### config.mk
export PLATFORM = sky130hd
export DESIGN_NAME = qte_isqrt
export DESIGN_NICKNAME = d
export VERILOG_FILES = /design/src/rtl/core/qte_pkg.sv /design/src/rtl/core/qte_isqrt.sv
export SDC_FILE = /design/constraint.sdc
export NUM_CORES = 2
export LEC_CHECK = 0
export BUFFER_PORTS_ARGS = -buffer_cell sky130_fd_sc_hd__buf_2
export CELL_PAD_IN_SITES_DETAIL_PLACEMENT = 0
export CELL_PAD_IN_SITES_GLOBAL_PLACEMENT = 1
export CORE_MARGIN = 10
export CORE_UTILIZATION = 53
export DETAILED_ROUTE_END_ITERATION = 10
export PLACE_DENSITY = 0.82
export SYNTH_ARGS = -nofsm -noshare
export SYNTH_HDL_FRONTEND = slang
export SYNTH_SLANG_ARGS = --single-unit
### constraint.sdc
create_clock -name clk_i -period 5.8 [get_ports clk_i]
set_clock_uncertainty 0.2 [all_clocks]
set_input_delay 0 -clock clk_i [delete_from_list [all_inputs] [get_ports clk_i]]
set_output_delay 0 -clock clk_i [all_outputs]
set_load 0.02 [all_outputs]
### src/rtl/core/qte_pkg.sv
// shared constants, widths and the arctangent table for the quaternion to euler core
// used by qte_cordic, qte_isqrt and quaternion_to_euler_angles_core
`default_nettype none
package qte_pkg;

  localparam int CordicStepsDef = 14;
  localparam int AtanLen        = 24;
  localparam int SqrtSteps      = 32;
  localparam int ProdW          = 32;
  localparam int SumW           = 35;
  localparam int ArgW           = 34;
  localparam int DataW          = 38;
  localparam int ZW             = 34;
  localparam int RootW          = 64;
  localparam int RootOutW       = 32;

  localparam logic signed [ZW-1:0]   PiQ30     = ZW'(64'sd3373259426);
  localparam logic signed [ZW-1:0]   HalfPiQ30 = ZW'(64'sd1686629713);
  localparam logic signed [ZW-1:0]   RoundQ30  = ZW'(64'sd65536);
  localparam logic signed [15:0]     PiQ13     = 16'sd25736;
  localparam logic signed [15:0]     HalfPiQ13 = 16'sd12868;
  localparam logic signed [SumW-1:0] OneQ28    = SumW'(64'sd268435456);

  // atan(2^-i) in q.30
  function automatic logic [29:0] atan_q30(input int unsigned i);
    logic [29:0] r;
    case (i)
      0:       r = 30'd843314857;
      1:       r = 30'd497837829;
      2:       r = 30'd263043837;
      3:       r = 30'd133525159;
      4:       r = 30'd67021687;
      5:       r = 30'd33543516;
      6:       r = 30'd16775851;
      7:       r = 30'd8388437;
      8:       r = 30'd4194283;
      9:       r = 30'd2097149;
      10:      r = 30'd1048576;
      11:      r = 30'd524288;
      12:      r = 30'd262144;
      13:      r = 30'd131072;
      14:      r = 30'd65536;
      15:      r = 30'd32768;
      16:      r = 30'd16384;
      17:      r = 30'd8192;
      18:      r = 30'd4096;
      19:      r = 30'd2048;
      20:      r = 30'd1024;
      21:      r = 30'd512;
      22:      r = 30'd256;
      23:      r = 30'd128;
      default: r = 30'd0;
    endcase
    return r;
  endfunction

  // q.30 angle to 13 fraction bits, round half up, then clamp
  function automatic logic signed [15:0] to_q13(input logic signed [ZW-1:0] z,
                                                input logic signed [15:0] lim);
    logic signed [ZW-1:0] r;
    logic signed [ZW-1:0] l;
    r = (z + RoundQ30) >>> 17;
    l = ZW'(lim);
    if (r > l) begin
      r = l;
    end
    if (r < -l) begin
      r = -l;
    end
    return r[15:0];
  endfunction

endpackage
`default_nettype wire

### src/rtl/core/qte_isqrt.sv
// pipelined integer square root, one digit recurrence step per register stage
// depends on qte_pkg
`default_nettype none
module qte_isqrt
  import qte_pkg::*;
(
  input  wire logic                clk_i,
  input  wire logic                en_i,
  input  wire logic [RootW-1:0]    v_i,
  output logic      [RootOutW-1:0] res_o
);

  logic [RootW-1:0] v_q [SqrtSteps];
  logic [RootW-1:0] r_q [SqrtSteps];

  for (genvar k = 0; k < SqrtSteps; k++) begin : g_step
    logic [RootW-1:0] v_in;
    logic [RootW-1:0] r_in;
    logic [RootW-1:0] bitv;
    logic [RootW-1:0] trial;
    if (k == 0) begin : g_first
      assign v_in = v_i;
      assign r_in = '0;
    end else begin : g_next
      assign v_in = v_q[k-1];
      assign r_in = r_q[k-1];
    end
    assign bitv  = RootW'(1) << (RootW - 2 - 2 * k);
    assign trial = r_in + bitv;
    always_ff @(posedge clk_i) begin
      if (en_i) begin
        if (v_in >= trial) begin
          v_q[k] <= v_in - trial;
          r_q[k] <= (r_in >> 1) + bitv;
        end else begin
          v_q[k] <= v_in;
          r_q[k] <= r_in >> 1;
        end
      end
    end
  end

  assign res_o = r_q[SqrtSteps-1][RootOutW-1:0];

endmodule
`default_nettype wire

# --- After elaboration in Yosys (flattened, before gate mapping) ---
# Memories as Yosys holds them, arrays and structs flattened.
# Index checks and enable logic that the tools add are counted.
totals:
  regBits: 0
  latchBits: 0
  ramBits: 4096
  rom_bits: 0
  in_bits: 66
  output_inout_bits: 32
  elab_cells: 448
  memories: 2
op_classes:
  n_addsub: 94
  n_mul: 0
  n_div: 0
  n_lt_le_gt_ge: 32
  n_eq_ne: 0
  shifts: 0
  muxes: 256
  bitwise_logic: 64
  reduce_logical: 0
memory_table:
  columns: ["memory", "depth", "width", "rd", "rd_clocked_by_memory_dff", "wr", "line_no", "rtl"]
  rows:
  - ["r_q", 32, 64, 32, 0, 32, "qte_isqrt.sv:14", "logic [RootW-1:0] r_q [SqrtSteps];"]
  - ["v_q", 32, 64, 31, 0, 32, "qte_isqrt.sv:13", "logic [RootW-1:0] v_q [SqrtSteps];"]
ops:
  columns: ["cell", "n"]
  rows:
  - ["64-bit 2-to-1 mux", 64]
  - ["64-bit >= comparator", 31]
  - ["64-bit subtractor", 31]
  - ["1-bit 2-to-1 mux", 192]
  - ["63-bit by 1-bit adder with 64-bit output, second input constant", 1]
  - ["63-bit by 11-bit adder with 64-bit output, second input constant", 1]
  - ["63-bit by 13-bit adder with 64-bit output, second input constant", 1]
  - ["63-bit by 15-bit adder with 64-bit output, second input constant", 1]
  - ["63-bit by 17-bit adder with 64-bit output, second input constant", 1]
  - ["63-bit by 19-bit adder with 64-bit output, second input constant", 1]
  - ["63-bit by 21-bit adder with 64-bit output, second input constant", 1]
  - ["63-bit by 23-bit adder with 64-bit output, second input constant", 1]
  - ["63-bit by 25-bit adder with 64-bit output, second input constant", 1]
  - ["63-bit by 27-bit adder with 64-bit output, second input constant", 1]
  - ["63-bit by 29-bit adder with 64-bit output, second input constant", 1]
  - ["63-bit by 3-bit adder with 64-bit output, second input constant", 1]
  - ["63-bit by 31-bit adder with 64-bit output, second input constant", 1]
  - ["63-bit by 33-bit adder with 64-bit output, second input constant", 1]
  - ["63-bit by 35-bit adder with 64-bit output, second input constant", 1]
  - ["63-bit by 37-bit adder with 64-bit output, second input constant", 1]
  - ["63-bit by 39-bit adder with 64-bit output, second input constant", 1]
  - ["63-bit by 41-bit adder with 64-bit output, second input constant", 1]
  - ["63-bit by 43-bit adder with 64-bit output, second input constant", 1]
  - ["63-bit by 45-bit adder with 64-bit output, second input constant", 1]
  - ["45 further kinds", 108]

# --- Depth between registers and ports, before layout ---
# An unclocked memory read counts as a cell.
depth:
  word_depth: 7
  mapped_depth: 15
  depth_no_buf: 13

# --- Worst setup path after synthesis ---
# OpenSTA, ideal clock, no wires.
synth_path:
  path_type: "input to register"
  from: "in en_i"
  to: "mem r_q[28][6], in the netlist r_q[1][774] (enable)"
  setup_ns: 0.485
  arrival_ns: 3.381
  required_ns: 5.115
  path_slack_ns: 1.734
  stages: 4
  path_buffers: 4
  path_cell_list: "clkbuf_1 > clkbuf_1 > clkbuf_1 > clkbuf_1"
synth_lines:
  columns: ["element", "line_no", "rtl"]
  rows:
  - ["start, declared", "qte_isqrt.sv:8", "input wire logic en_i,"]
  - ["end, declared", "qte_isqrt.sv:14", null]

==> metrics.md <==
| Metric | Value |
|---|---|
| CTS tree | built |
| Synth cell types | between 90 and 100 |
| Worst hold path class | input pin to register |
| Setup TNS Final | 0 ns |
| CP arrival | approximately 5.8 ns |
| Die width | 497 um |
| Number of flops mapped to enable cells by yosys | 2512 |
| Syn nets | roughly 10000 |
| Critical Path Sink | v_q[1][691] |
| Buf/Inv on CP | 0 |
| FMAX | about 190 MHz |
| Setup crit end kind | register |
| Initial antenna violation count | 12 |
| Starting density of the core | 0.534 |
| Clock power share | 0.329 |
| Placement Setup Slack | 0.727 ns |
| Die footprint | 0.247 mm^2 |
| Req. time, crit path | 6.25 ns |
| Sw Share | 0.297 |
| Hold wc startpoint | v_i[55] |
| Pre-Repair DR Iteration Count | 6 |
| First-iteration detailed-routing DRC count | 8652 |
| Worst vdd ir | 0.000327 V |
| Commonest non-fill, non-tap cell in the layout | edfxtp_1 |
| WL/cell | around 23 um |
| Die H | 497 um |
| Fillers | roughly 17000 |
| Skew-Pair Late Insertion Delay | 0.99 ns |
| Max-Cap Viols | 0 |
| Overflow after GRT | 0 |
| Final #Nets | 10600 |
| Placed wire-length estimate | 227 mm |
| Gate count after technology mapping | 9611 |
| FFs w/ async S/R, synth | 0 |
| CTS HTree Levels | 5 |
| First-pass GRT wire length | between 400 and 500 mm |
| CP max-delay cell | nor4_1 |
| Max-slew violation count | 0 |
| CP dominant cell by count | o21ai_0 |
| Logic gate share of total power | 0.204 |
| Total CTS buffers | 283 |
| Clk sink count | approximately 2500 |
| Clk slew on worst S/H paths | about 0.070 ns |
| Switch Pwr | 16.0 mW |
| DRC Markers | 0 |
| Synth-to-Final Area Change | 12.1% |
| Worst path depth | 11 |
| Commonest cells after routing, fill and taps aside | edfxtp_1, inv_1, nand2_1, ha_1, nor2_1 |
| Worst slew margin | 0.152 |
| Cells after DPL | 12600 |
| Sequential element share of the synthesized area | 0.626 |
| Reg-to-reg slack, setup | 0.48 ns |
| Seq pwr share | 0.466 |
| Tcrit/Tclk final | 0.917 |
| LEAKAGE | 50.7 nW |
| Vias in the first global route | between 70000 and 80000 |
| Vias per cell | 5.96 |
| Cell depth of the worst flop-to-flop path | 11 |
| GRT Util Overall | 0.244 |
| Worst setup SP type | register |
| Final Hold Viols | 0 |
| Post-Syn Area | 0.120 mm^2 |
| Pwr Density | 398 mW/mm^2 |
| Final setup margin | 0.483 ns |
| Vias | 78600 |
| Fin cells | 13200 |
| Row count | 174 |
| Core area | 0.225 mm^2 |
| Final ANT Viol Nets | 0 |
| Synth Flop Type | edfxtp_1 |
| Final setup vio count | 0 |
| Critical Path Max Stage Delay | just over 0.8 ns |
| Clk buf depth | 4 |
| Status | completed |
| WS Path Type | register to register |
| Worst r2r src | v_q[1][593] |
| PortBufs | 97 |
| Delay-heaviest family, CP | compound AO/OA/AOI/OAI gates |
| Tightest Pin Transition | 1.26 ns |
| CP Max Fanout | 6 |
| Clk Tree Root Cell | clkbuf_16 |
| Pin count of the biggest net entering global routing | between 150 and 200 |
| Gpl congestion | 0.952 |
| Synth Register Bits | roughly 2500 |
| R2R Path End | v_q[1][691] |
| Total Wirelength | around 310 mm |
| Top-level port count | 98 |
| Critical Path Source | v_q[1][593] |
| Syn Area/Cell | 12.5 um^2 |
| Worst path cell trace | ha_1 > nand3_1 > nor3_1 > o21ai_0 > a21oi_1 > o21ai_0 > o21ai_0 > a311oi_4 > nor4_1 > o2111ai_1 > o2bb2ai_1 |
| RSZ-0062 raised after global routing | no |
| Yosys warnings | 0 |
| Tmin final | 5.32 ns |
| Int Pwr | 37.8 mW |
| Share of cells above drive strength 1 | 0.0720 |
-- kinds of logic (layout without fill, tap and decap cells) --
kind of cell,Yosys count,count (layout),synth area share
AOI/OAI and AO/OA,1849,1849,0.0956
xor gates and xnor gates,878,878,0.0639
adders and majority gates,558,558,0.0580
buffers and inverters,917,1494,0.0288
DFF,2512,2512,0.626
muxes,65,65,0.00595
other,0,12,0
and+or+nand+nor,2832,2832,0.121
-- metal layers --
metal,up-vias,wire length [um],part of all wire,track usage
met5,-,21,0.000068,0
met4,4,10600,0.034,0.0793
met3,567,27300,0.088,0.0532
met2,3029,134000,0.44,0.367
met1,38300,136000,0.44,0.355
li1,36700,-,-,-
-- synth_stat cells (all sizes together), types with 46 or more instances --
cell type	count	area share
o21ai	538	0.022
o21bai	52	0.0032
nand2b	113	0.0059
nor2	556	0.017
xor2	468	0.034
nor2b	64	0.0033
nand2	695	0.022
or3	121	0.0064
a211oi	49	0.0031
a31oi	46	0.0024
a21o	242	0.015
o31ai	49	0.0031
inv	702	0.022
nor3	258	0.011
ha	558	0.058
o21a	100	0.0062
nor4	360	0.019
clkbuf	192	0.0060
edfxtp	2512	0.63
a21oi	533	0.022
or4	62	0.0040
nand3	165	0.0069
nand4	142	0.0074
xnor2	410	0.030
mux2	53	0.0050
-- timing repair --
item | 4_1_cts | 5_1_grt
setup buffers | 0 | 0
gates resized for setup | 0 | 0
hold endpoints to repair | 749 | 0
hold buffers | 131 | 0
-- worst min-delay path, stage by stage --
cell	delay [ns]
dlygate4sd3_1	0.52
buf_2	0.10
dlygate4sd3_1	0.53
-- power groups by stage --
stage          sequential [mW]  clock (mW)  combinational (mW)
2_1_floorplan             24.3           0                7.89
3_3_place_gp              25.3           0                10.6
3_5_place_dp              25.3           0                10.7
4_1_cts                   25.0        17.9                10.8
5_1_grt                   25.2        18.7                12.1
6_report                  25.1        17.7                11.0
-- metrics by stage --
| stage | power [mW] | hold slack (ns) | instance area (um^2) | utilization |
|---|---|---|---|---|
| after floorplan | 32.2 | -0.101 | 120000 | - |
| after global placement | 35.9 | -0.00881 | 125000 | 0.553 |
| after detailed placement | 36.0 | -0.00563 | 125000 | 0.553 |
| after CTS | 53.7 | 0.000847 | 135000 | 0.599 |
| after global routing | 56.0 | 0.0481 | 135000 | 0.599 |
| final | 53.8 | 0.0736 | 135000 | 0.599 |
-- sequential cells by signal, summed over array words and instances, names as in the netlist --
register  flops
r_q         528
v_q        1984
-- area by class of cell --
cell class                 instances  area (um^2)  area share
inverter                         703         2640      0.0195
timing repair buffer             307         2500      0.0186
clock inverter                   169         1800      0.0133
multi-input combinational       6182        41600       0.308
clock buffer                     315         7240      0.0537
sequential                      2512        75400       0.559
antenna                           12         30.0    0.000222
tap                             2992         3740      0.0277
-- how the worst min path moves through the flow --
stage                  to  slack [ns]  depth (start not counted)
2_1_floorplan   v_q[0][0]       -0.10                          0
3_3_place_gp   v_q[0][54]      -0.009                          1
3_5_place_dp   v_q[0][14]      -0.006                          1
4_1_cts        v_q[0][48]      0.0008                          3
5_1_grt         v_q[0][8]        0.05                          3
6_report       v_q[0][55]        0.07                          3
No activity file was read; power rests on OpenSTA's default activity.
